===== src/design/qccf_pkg.sv =====
// Shared types and constants for the Q31 cross-correlation unit.
// Used by the controller, the datapath, the top level and the checker.
// No dependencies.
package qccf_pkg;

    localparam int ACTION_W    = 2;
    localparam int POS_W       = 10;
    localparam int SAMPLE_W    = 32;
    localparam int LAG_W       = 11;
    localparam int LEN_W       = 11;
    localparam int CFG_IDX_W   = 1;
    localparam int IN_TDATA_W  = 56;
    localparam int OUT_TDATA_W = 48;
    localparam int COUNT_W     = 12;
    localparam int CALC_W      = 13;

    typedef logic [ACTION_W-1:0]  t_action;
    typedef logic [CFG_IDX_W-1:0] t_cfg_idx;

    localparam t_action ACT_LOAD_A  = 2'd0;
    localparam t_action ACT_LOAD_B  = 2'd1;
    localparam t_action ACT_COMPUTE = 2'd2;

    localparam t_cfg_idx CFG_A_LEN = 1'b0;
    localparam t_cfg_idx CFG_B_LEN = 1'b1;

    // Commands from the controller to the datapath.
    typedef struct packed {
        logic capture;  // latch the lag of an accepted compute request
        logic write_a;  // store the sample of an accepted load into A
        logic write_b;  // store the sample of an accepted load into B
        logic setup;    // work out the index window and clear the accumulator
        logic issue;    // read one pair of samples and advance the addresses
        logic out_load; // move the finished result into the output register
    } t_dp_cmd;

    // Status from the datapath to the controller.
    typedef struct packed {
        logic left_zero;  // no more sample pairs to read
        logic pipe_empty; // no product in flight
        logic out_free;   // output register can take a result now
    } t_dp_status;

endpackage


===== src/design/qccf_ctrl.sv =====
// Controller state machine for the Q31 cross-correlation unit.
// Depends on qccf_pkg; drives the datapath by command and status structs.
module qccf_ctrl (
    input  logic                 i_clk,
    input  logic                 i_rst_n,
    input  logic                 i_in_valid,
    input  qccf_pkg::t_action    i_action,
    output logic                 o_in_ready,
    input  qccf_pkg::t_dp_status i_status,
    output qccf_pkg::t_dp_cmd    o_cmd
);
    import qccf_pkg::*;

    typedef enum logic [2:0] {
        ST_IDLE,
        ST_SETUP,
        ST_RUN,
        ST_DRAIN,
        ST_DONE
    } t_state;

    t_state r_state;
    t_state n_state;
    logic   r_in_ready;
    logic   n_in_ready;
    logic   w_accept;

    assign w_accept   = i_in_valid && r_in_ready;
    assign o_in_ready = r_in_ready;

    always_comb begin
        n_state    = r_state;
        n_in_ready = 1'b0;
        o_cmd      = '0;
        case (r_state)
            ST_IDLE: begin
                n_in_ready    = 1'b1;
                o_cmd.write_a = w_accept && (i_action == ACT_LOAD_A);
                o_cmd.write_b = w_accept && (i_action == ACT_LOAD_B);
                o_cmd.capture = w_accept && (i_action == ACT_COMPUTE);
                if (w_accept && (i_action == ACT_COMPUTE)) begin
                    n_state    = ST_SETUP;
                    n_in_ready = 1'b0;
                end
            end
            ST_SETUP: begin
                o_cmd.setup = 1'b1;
                n_state     = ST_RUN;
            end
            ST_RUN: begin
                o_cmd.issue = !i_status.left_zero;
                if (i_status.left_zero) begin
                    n_state = ST_DRAIN;
                end
            end
            ST_DRAIN: begin
                if (i_status.pipe_empty) begin
                    n_state = ST_DONE;
                end
            end
            ST_DONE: begin
                // Wait here only while an earlier result still sits unread.
                o_cmd.out_load = i_status.out_free;
                if (i_status.out_free) begin
                    n_state    = ST_IDLE;
                    n_in_ready = 1'b1;
                end
            end
            default: begin
                n_state = ST_IDLE;
            end
        endcase
    end

    always_ff @(posedge i_clk) begin
        if (!i_rst_n) begin
            r_state    <= ST_IDLE;
            r_in_ready <= 1'b0;
        end else begin
            r_state    <= n_state;
            r_in_ready <= n_in_ready;
        end
    end

endmodule


===== config.mk =====
export PLATFORM = sky130hd
export DESIGN_NAME = qccf_ctrl
export DESIGN_NICKNAME = d
export VERILOG_FILES = /design/src/design/qccf_pkg.sv /design/src/design/qccf_ctrl.sv
export SDC_FILE = /design/constraint.sdc
export NUM_CORES = 1
export LEC_CHECK = 0
export CORE_AREA = 3 3 40 42
export CTS_BUF_LIST = sky130_fd_sc_hd__clkbuf_16
export DETAILED_ROUTE_END_ITERATION = 10
export DIE_AREA = 0 0 43 45
export DONT_BUFFER_PORTS = 1
export SLEW_MARGIN = 10
export SYNTH_ARGS = -nofsm -noshare
export SYNTH_HDL_FRONTEND = slang
export SYNTH_SLANG_ARGS = --single-unit

===== constraint.sdc =====
create_clock -name i_clk -period 2.1 [get_ports i_clk]
set_clock_uncertainty 0.2 [all_clocks]
set_input_delay 0.525 -clock i_clk [delete_from_list [all_inputs] [get_ports i_clk]]
set_output_delay 0.525 -clock i_clk [all_outputs]
set_load 0.01 [all_outputs]

-- After elaboration in Yosys (flattened, before gate mapping)
Index checks and enable logic that the tools add are counted.
- $add $sub $neg: 0
- multipliers: 0
- divide/modulo/power cells: 0
- magnitude comparators: 0
- eq/ne operators: 10
- shift operators: 0
- mux-type cells: 12
- bitwise operators: 0
- reduce and logical (&&, ||, !) cells: 8
- operators with widths (operator ; number):
    $mux W3 ; 5
    $pmux W3 S5 ; 1
    $ne A2 B2 Y1 const B ; 4
    $eq A3 B2 Y1 const B ; 2
    $mux W1 ; 5
    $logic_and A1 B1 Y1 ; 4
    $reduce_and A4 Y1 ; 1
    $eq A3 B1 Y1 const B ; 1
    $eq A3 B3 Y1 const B ; 1
    $logic_not A3 Y1 ; 1
    $eq A2 B1 Y1 const B ; 1
    $eq A2 B2 Y1 const B ; 1
    $logic_not A2 Y1 ; 1
    $pmux W1 S2 ; 1
    $logic_not A1 Y1 ; 1
- bits in registers: 4
- latch bits: 0
- memory bits (writable): 0
- bits in read-only memories: 0
- input port bits: 8
- output and inout port bits: 7
- logic and storage cells: 32
- memories kept: 0

-- Depth between registers and ports, before layout
Gate-level depths: netlist (run 1).
- depth after elaboration: 4
- gate-level depth with buffers: 4
- mapped depth without buffers: 3

-- Worst setup path after synthesis (run 1)
Ideal clock, no wire load.
- path type: register to output
- from: reg r_state[2]
- to: out o_cmd[4] in the netlist's numbering
- arrival: 1.163 ns
- required time: 1.375 ns
- setup slack: 0.212 ns
- cell stages (with the launch flop): 4
- cell sequence: dfxtp_1 > buf_6 > or3_4 > nor4_1
- RTL lines (element ; RTL line ; text):
    start, declared ; qccf_ctrl.sv:22 ; t_state r_state;
    start signal, assigned ; qccf_ctrl.sv:80 ; r_state <= n_state;
    end, declared ; qccf_ctrl.sv:10 ; output qccf_pkg::t_dp_cmd o_cmd

==> results.txt, run 1 <==
RSZ-0062 raised after global routing: no
critical path capture point type: output pin
Net count, final: 45
status: finished clean
Pleak: 0.000147 uW
CTS resizes: 0
largest net degree at the start of global routing: 11
Worst R2R Start: o_in_ready
Final Slew Violations: 0
Max Clock Freq: 484 MHz
vias in the first global route: 238
H-tree depth: 1
hold slack: 284 ps
pwr/cell area: 1050 nW/um2
Crit-path slowest cell: or3_4
placed cell count: 47
Routed Antenna Nets: 0
Register Area: 80.1 um2
DR pass1 iterations: 1
share of the synthesized area in the top cell type: 29.0%
GRT overflow: 0
clk slew on worst S/H paths: 30 ps
max-capacitance violation count: 0
final core utilization: 29.6%
setup TNS: 0 ps
commonest non-fill, non-tap cell in the layout: buf_4
number of synthesized flops with an enable pin: 0
GRT Overall Usage: 8.08%
starting density of the core: 21.5%
via count: 250
core area: 1280 um2
Fin. Hold Viols: 0
full die area: 1940 um2
Peak VDD IR: 0.340 mV
CP startpoint: r_state[0]
width of the die: 43 um
Tmin final: 2060 ps
Avg Vias per Cell: 5.00
asr flop ratio synth: 0%
# setup viols final: 0
Cell variety after synth: 19
CTS Sinks: 4
Antenna Cells: 0
critical path type: reg -> out
RD Place Congestion: 0.704
final wirelength: 645 um
reg2reg path depth: 3
reg2reg setup slack: 690 ps
post-synthesis net count: 38
Synth Flop Type: dfxtp_1
largest area contributor in the netlist: dfxtp_1
Cells after Synth: 30
IO buf count: 0
TritonCTS clock tree: done
area used by multi-input combinational logic: 165 um2
maximum fanout along the worst path: 3
CTS Hold Bufs: 0
Finished Layout Cells: 50
first-pass GRT wire length: 1.01 mm
layout cell share with drive strength beyond 1: 31.4%
initial antenna violation count: 0
CTS Buf Count: 3
fill count: 147
FF+latch count, synth: 4
hold depth: 2
drt initial violations: 0
Slew @ Worst Pin: 387 ps
Post-CTS Setup Bufs: 0
HP Class: in -> reg
hold path start: i_status[1]
IO Pins: 15
Hold Path End: r_state[2]
Setup crit start kind: flip-flop
WP data required: 1370 ps
Row Count: 13
Worst path max stage delay: 400 ps
Seq/Total Area, Yosys: 29.0%
mean post-synth cell area: 9.22 um2
CP cell instances: or3_4 -> nor4_1 -> buf_4
RR Endpoint: r_state[0]
mapped cell area: 277 um2
max_slew headroom: 74.1%
synth top area cells: dfxtp_1 29%, buf_6 8.1%, nand3b_1 8.1%
crit path DAT: 1340 ps
most frequent cells in the layout: 5 x buf_4, 4 x dfxtp_1, 3 x nor2_1, 3 x nand3b_1, 3 x clkbuf_16
CTS max path bufs: 2
die height: 45 um
fin crit share: 98.3%
DR WL/cell: 12.9 um
DRC violations left: 0
Worst-Skew Late Latency: 220 ps
synth warn: 0
CTS Root Cell: clkbuf_16
Area Overhead vs Synth: 37.6%
layer usage:
| metal | share of wire [%] | global-route usage, % | vias up | wire (um) |
|---|---|---|---|---|
| li1 | - | - | 123 | - |
| met1 | 43 | 8.19 | 105 | 275 |
| met2 | 37 | 10.2 | 18 | 239 |
| met3 | 13 | 4.38 | 4 | 87 |
| met4 | 6.4 | 10.8 | 0 | 41 |
| met5 | 0 | 0 | - | 0 |
state kept, by name, summed over array words and instances, names as in the netlist:
name and flops:
r_state 3, o_in_ready 1
power by group:
group	internal [uW]	switching (uW)
clock network	243	51.8
registers	79.6	2.98
logic	10.2	10.8
total	333	65.5
how the worst max path moves through the flow:
| stage | endpoint | slack, ps | depth (start not counted) |
|---|---|---|---|
| after global routing | o_cmd[4] | 20 | 3 |
| after detailed placement | o_cmd[4] | 300 | 3 |
| after global placement | o_cmd[4] | 300 | 3 |
| after floorplan | o_cmd[4] | 210 | 3 |
| after CTS | o_cmd[4] | 60 | 3 |
| final | o_cmd[4] | 40 | 3 |
logic make-up after synthesis:
kind of cell | after synthesis | share of synthesized area [%]
compound gates | 3 | 9.05
buf+inv | 4 | 11.3
flops | 4 | 29.0
simple gates | 19 | 50.7
through the flow:
| step | total power (uW) | setup slack (ps) | cell area [um2] |
|---|---|---|---|
| floorplan | 101 | 212 | 277 |
| global placement | 104 | 299 | 305 |
| detailed placement | 105 | 295 | 305 |
| CTS | 404 | 57.8 | 380 |
| global route | 411 | 15.2 | 380 |
| finish | 398 | 35.1 | 380 |
layout make-up:
type,instances,area share [%]
Clock buffer,3,19.7
Sequential cell,4,21.1
Timing Repair Buffer,5,9.87
Tap cell,15,4.93
Inverter,1,0.987
Multi-Input combinational cell,22,43.4
critical path: cells and delay by family, from the launching register on:
family,cells,cell delay (ps)
buffers and inverters,1,170
DFF,1,300
and+or+nand+nor,2,650
Yosys cell counts (2+ instances only):
cell type and instances:
dfxtp_1 4, nand3b_1 3, nor2_1 3, a21oi_1 2
buf_6 2, nand4b_1 2, nor4_1 2
No activity file was read; power rests on OpenSTA's default activity.
==> run 2, diff against run 1 <==
--- a/config.mk
+++ b/config.mk
@@ -5,11 +5,14 @@
 export SDC_FILE = /design/constraint.sdc
 export NUM_CORES = 1
 export LEC_CHECK = 0
+export CELL_PAD_IN_SITES_DETAIL_PLACEMENT = 1
+export CELL_PAD_IN_SITES_GLOBAL_PLACEMENT = 1
 export CORE_AREA = 3 3 40 42
 export CTS_BUF_LIST = sky130_fd_sc_hd__clkbuf_16
 export DETAILED_ROUTE_END_ITERATION = 10
 export DIE_AREA = 0 0 43 45
 export DONT_BUFFER_PORTS = 1
+export PLACE_DENSITY_LB_ADDON = 0.1
 export SLEW_MARGIN = 10
 export SYNTH_ARGS = -nofsm -noshare
 export SYNTH_HDL_FRONTEND = slang
==> run 2 against run 1 <==
  * Setup slack improved by 28 ps
  * Non-clock buffer count did not move
  * Routed wire length rose by 5.3%
  * Count of clock-buffer cells in the layout did not move
  * Total power fell by 0.42%
  * Sequential power barely moved
  * Fmax rose by 1.4%
  * Global-route usage fell by 0.17 points
  * Sequential share of layout area fell by 0.34 points
  * Largest power group unchanged
==> results.txt, run 2 (synthesis results as in run 1) <==
RD Place Congestion: 0.674 (-4.2%)
H-tree depth: 1 (unchanged)
hold slack: 287 ps (+2.99 ps)
CTS resizes: 0 (unchanged)
CP bufs+invs: 0 (-1)
hold path start: i_status[1]
CTS max path bufs: 2 (unchanged)
Area Overhead vs Synth: 39.8%
Final Slew Violations: 0 (unchanged)
status: finished clean
reg2reg setup slack: 700 ps (about the same)
layout cell share with drive strength beyond 1: 34.3% (+2.9 points)
max reg flops: 3 (unchanged)
clk slew on worst S/H paths: 30 ps (about the same)
RR Endpoint: r_state[0]
part of the power in combinational logic: 5.5% (+0.2 points)
starting density of the core: 21.5% (unchanged)
IO Pins: 15 (unchanged)
Worst-Skew Late Latency: 220 ps (about the same)
crit path DAT: 1310 ps (-30 ps)
Peak VDD IR: 0.265 mV (-22%)
CTS Sinks: 4 (unchanged)
DRC violations left: 0 (unchanged)
fin crit share: 97.0% (-1.3 points)
CP cell instances: or3_4 -> nor4b_2
Row Count: 13 (unchanged)
Slew @ Worst Pin: 373 ps (-14.4 ps)
CTS Hold Bufs: 0 (unchanged)
final wirelength: 679 um (+5.3%)
critical path capture point type: output pin
most frequent cells in the layout: 5 x buf_4, 4 x dfxtp_1, 3 x nor2_1, 3 x nand3b_1, 3 x clkbuf_16
Net count, final: 45 (unchanged)
HP Class: in -> reg
commonest non-fill, non-tap cell in the layout: buf_4
switching part of the total: 16.1% (-0.36 points)
Tmin final: 2040 ps (-27.8 ps)
Pleak: 0.000147 uW (+0.32%)
max_slew headroom: 75.1% (+0.96 points)
final core utilization: 30.1% (+0.49 points)
CTS Buf Count: 3 (unchanged)
sequential fraction of design power: 20.8% (about the same)
Post-CTS Setup Bufs: 0 (unchanged)
GRT Overall Usage: 7.90% (-0.17 points)
full die area: 1940 um2 (unchanged)
Antenna Cells: 0 (unchanged)
largest net degree at the start of global routing: 11 (unchanged)
Setup crit start kind: flip-flop
Max Clock Freq: 491 MHz (+1.4%)
Switch Pwr: 63.9 uW (-2.6%)
DR pass1 iterations: 2 (+1)
Routed Antenna Nets: 0 (unchanged)
# setup viols final: 0 (unchanged)
RSZ-0062 raised after global routing: no
total power: 397 uW (-0.42%)
DR WL/cell: 13.6 um (+5.3%)
setup TNS: 0 ps (unchanged)
initial antenna violation count: 0 (unchanged)
drt initial violations: 2 (+2)
IO buf count: 0 (unchanged)
TritonCTS clock tree: done
vias in the first global route: 286 (+20%)
die height: 45 um (unchanged)
clock share of power: 73.6% (-0.4 points)
maximum fanout along the worst path: 3 (unchanged)
Worst R2R Start: o_in_ready
critical path type: reg -> out
DP HPWL: 539 um
Largest Register: r_state
Worst path max stage delay: 400 ps (about the same)
placed cell count: 47 (unchanged)
Int Power: 333 uW (about the same)
Avg Vias per Cell: 5.04 (+0.80%)
Fin. Hold Viols: 0 (unchanged)
Top delay family on crit path: simple AND/OR/NAND/NOR gates
Crit-path slowest cell: or3_4
reg2reg path depth: 3 (unchanged)
hold depth: 2 (unchanged)
first-pass GRT wire length: 1.10 mm (+8.9%)
GRT overflow: 0 (unchanged)
Finished Layout Cells: 50 (unchanged)
CTS Root Cell: clkbuf_16
width of the die: 43 um (unchanged)
WP data required: 1370 ps (about the same)
core area: 1280 um2 (unchanged)
via count: 252 (+0.80%)
Hold Path End: r_state[2]
pwr/cell area: 1030 nW/um2 (-2.0%)
max-capacitance violation count: 0 (unchanged)
==> run 2: cell types whose count changed in the layout (fill, tap and decap cells not counted) <==
cell    change
nor4_2      +1
nor4_1      -1
==> run 2: through the flow <==
stage               cell area [um2]  setup WS [ps]
finish                          387           62.9
global route                    387           15.6
CTS                             380           8.92
detailed placement              305            245
global placement                305            309
floorplan                       277            212
==> run 2: worst max-delay path by stage <==
stage	startpoint	endpoint	slack, ps	cells after the start
after detailed placement	r_state[0]	o_cmd[4]	250	3
after global placement	r_state[0]	o_cmd[4]	310	3
after global routing	r_state[0]	o_cmd[4]	20	3
after floorplan	r_state[2]	o_cmd[4]	210	3
after CTS	r_state[0]	o_cmd[4]	9	3
final	r_state[0]	o_cmd[3]	60	2
==> run 2: worst reg2reg max path, cell delays in order (launching register included) <==
cell,delay (ps)
dfxtp_1,390
nand4b_1,180
or3_1,350
a311oi_2,190
==> run 2: cell type report <==
class                      instances  area (um2)
tap                               15        18.8
fill                             146         898
sequential                         4        80.1
timing repair buffer               5        37.5
clock buffer                       3        75.1
multi-input combinational         22         171
inverter                           1        3.75
==> run 2: layer usage <==
layer  share of wire, %  track usage (%)  up-vias
met5                  0                0        -
met4                  0             7.23        0
met3                 14             4.38        0
met2                 44             12.0       15
met1                 42             7.69      114
li1                   -                -      123
==> run 2: power groups by stage <==
stage	logic (uW)	registers, uW	clock network, uW
CTS	21.7	82.7	296
global placement	20.7	83.6	0
global route	24.3	83.0	302
floorplan	17.5	83.1	0
detailed placement	21.5	83.5	0
finish	22.0	82.6	292
==> run 3, diff against run 2 <==
--- a/config.mk
+++ b/config.mk
@@ -8,7 +8,7 @@
 export CELL_PAD_IN_SITES_DETAIL_PLACEMENT = 1
 export CELL_PAD_IN_SITES_GLOBAL_PLACEMENT = 1
 export CORE_AREA = 3 3 40 42
-export CTS_BUF_LIST = sky130_fd_sc_hd__clkbuf_16
+export CTS_BUF_LIST = sky130_fd_sc_hd__clkbuf_8
 export DETAILED_ROUTE_END_ITERATION = 10
 export DIE_AREA = 0 0 43 45
 export DONT_BUFFER_PORTS = 1
==> run 3 against run 2 <==
  * Register-to-register slack is essentially flat
  * Setup slack gained 13 ps
  * Non-clock buffer count is the same
  * Routed wire length shrank 3.7%
  * Sequential share of layout area grew 2.0 points
  * Fmax grew 0.64%
  * Critical path depth is the same
  * Clock power shrank 46%
  * Final area shrank 8.7%
  * Hold slack gained 7.6 ps
  * Global-route usage shrank 0.42 points
  * Via count grew 0.40%
  * Highest routed layer unchanged
==> results.txt, run 3 (synthesis results as in run 1) <==
via count: 253 (+0.40%)
DR pass1 iterations: 2 (unchanged)
Row Count: 13 (unchanged)
Net count, final: 45 (unchanged)
clk slew on worst S/H paths: 30 ps (about the same)
Avg Vias per Cell: 5.06 (+0.40%)
Finished Layout Cells: 50 (unchanged)
max-capacitance violation count: 0 (unchanged)
CTS Sinks: 4 (unchanged)
initial antenna violation count: 0 (unchanged)
Max Clock Freq: 494 MHz (+0.64%)
hold slack: 294 ps (+7.62 ps)
WP data required: 1370 ps (about the same)
final wirelength: 654 um (-3.7%)
commonest non-fill, non-tap cell in the layout: buf_4
# setup viols final: 0 (unchanged)
TritonCTS clock tree: done
IO Pins: 15 (unchanged)
maximum fanout along the worst path: 3 (unchanged)
drt initial violations: 1 (-1)
CP cell instances: or3_4 -> nor4b_2
CTS Root Cell: clkbuf_8
crit path DAT: 1300 ps (about the same)
HP Class: in -> reg
Tmin final: 2020 ps (-12.9 ps)
Routed Antenna Nets: 0 (unchanged)
Slew @ Worst Pin: 373 ps (+0.0143 ps)
max reg flops: 3 (unchanged)
full die area: 1940 um2 (unchanged)
Worst-Skew Late Latency: 210 ps (about the same)
final core utilization: 27.5% (-2.6 points)
core area: 1280 um2 (unchanged)
H-tree depth: 1 (unchanged)
RSZ-0062 raised after global routing: no
GRT overflow: 0 (unchanged)
CTS resizes: 0 (unchanged)
Worst R2R Start: o_in_ready
Setup crit start kind: flip-flop
Largest Register: r_state
Crit-path slowest cell: or3_4
DR WL/cell: 13.1 um (-3.7%)
layout cell share with drive strength beyond 1: 34.3% (unchanged)
max_slew headroom: 75.1% (about the same)
CTS Hold Bufs: 0 (unchanged)
CP bufs+invs: 0 (unchanged)
sequential fraction of design power: 31.6% (+11 points)
Pleak: 0.000132 uW (-10%)
Peak VDD IR: 0.193 mV (-27%)
Top delay family on crit path: simple AND/OR/NAND/NOR gates
die height: 45 um (unchanged)
Int Power: 212 uW (-36%)
DRC violations left: 0 (unchanged)
part of the power in combinational logic: 8.4% (+2.9 points)
pwr/cell area: 740 nW/um2 (-28%)
RD Place Congestion: 0.674 (unchanged)
largest net degree at the start of global routing: 11 (unchanged)
vias in the first global route: 272 (-4.9%)
fin crit share: 96.4% (-0.62 points)
Area Overhead vs Synth: 27.6%
width of the die: 43 um (unchanged)
DP HPWL: 539 um (unchanged)
hold path start: i_status[1]
placed cell count: 47 (unchanged)
CTS max path bufs: 2 (unchanged)
status: finished clean
CTS Buf Count: 3 (unchanged)
clock share of power: 60.1% (-14 points)
first-pass GRT wire length: 1.07 mm (-3.2%)
Switch Pwr: 49.4 uW (-23%)
starting density of the core: 21.5% (unchanged)
IO buf count: 0 (unchanged)
Worst path max stage delay: 400 ps (about the same)
critical path capture point type: output pin
switching part of the total: 18.9% (+2.8 points)
Fin. Hold Viols: 0 (unchanged)
critical path type: reg -> out
setup TNS: 0 ps (unchanged)
most frequent cells in the layout: 5 x buf_4, 4 x dfxtp_1, 3 x nor2_1, 3 x nand3b_1, 3 x clkbuf_8
Post-CTS Setup Bufs: 0 (unchanged)
CP startpoint: r_state[0]
GRT Overall Usage: 7.49% (-0.42 points)
Final Slew Violations: 0 (unchanged)
Antenna Cells: 0 (unchanged)
-- run 3: cell counts in the layout (fill, tap and decap cells not counted) --
Identical to the previous run, type by type.
-- run 3: power groups by stage --
stage | logic, uW | registers, uW | clock network, uW
after floorplan | 17.5 | 83.1 | 0
after global placement | 20.7 | 83.6 | 0
after detailed placement | 21.5 | 83.5 | 0
after CTS | 21.6 | 82.5 | 160
after global routing | 24.2 | 82.9 | 164
final | 21.8 | 82.5 | 157
-- run 3: path summary, 6_finish.rpt --
kind / cells after the start / endpoint / slack (ps)
worst max register to register: 3 / r_state[0] / 710
worst min-delay path: 2 / r_state[2] / 290
worst min register to register: 2 / r_state[0] / 370
worst max-delay path: 2 / o_cmd[3] / 80
-- run 3: layer usage --
metal / GRT usage [%] / routed length [um]
met1: 7.45 / 263
met2: 11.7 / 294
met3: 4.38 / 96
met4: 5.42 / 0
met5: 0 / 0
-- run 3: final cells by class --
| type | count | area [um2] |
|---|---|---|
| timing repair buffer | 5 | 37.5 |
| tap | 15 | 18.8 |
| sequential | 4 | 80.1 |
| multi-input combinational | 22 | 171 |
| inverter | 1 | 3.75 |
| clock buffer | 3 | 41.3 |
| fill | 152 | 932 |
-- run 3: worst reg2reg max path: stages (launching register included) --
cell and delay, ps:
dfxtp_1 390, nand4b_1 180, or3_1 350, a311oi_2 190
-- run 3: metrics by stage --
step	power (uW)	setup slack [ps]	cell area, um2
3_5_place_dp	105	245	305
5_1_grt	271	24.4	353
3_3_place_gp	104	309	305
4_1_cts	264	18.4	347
6_report	261	75.8	353
2_1_floorplan	101	212	277
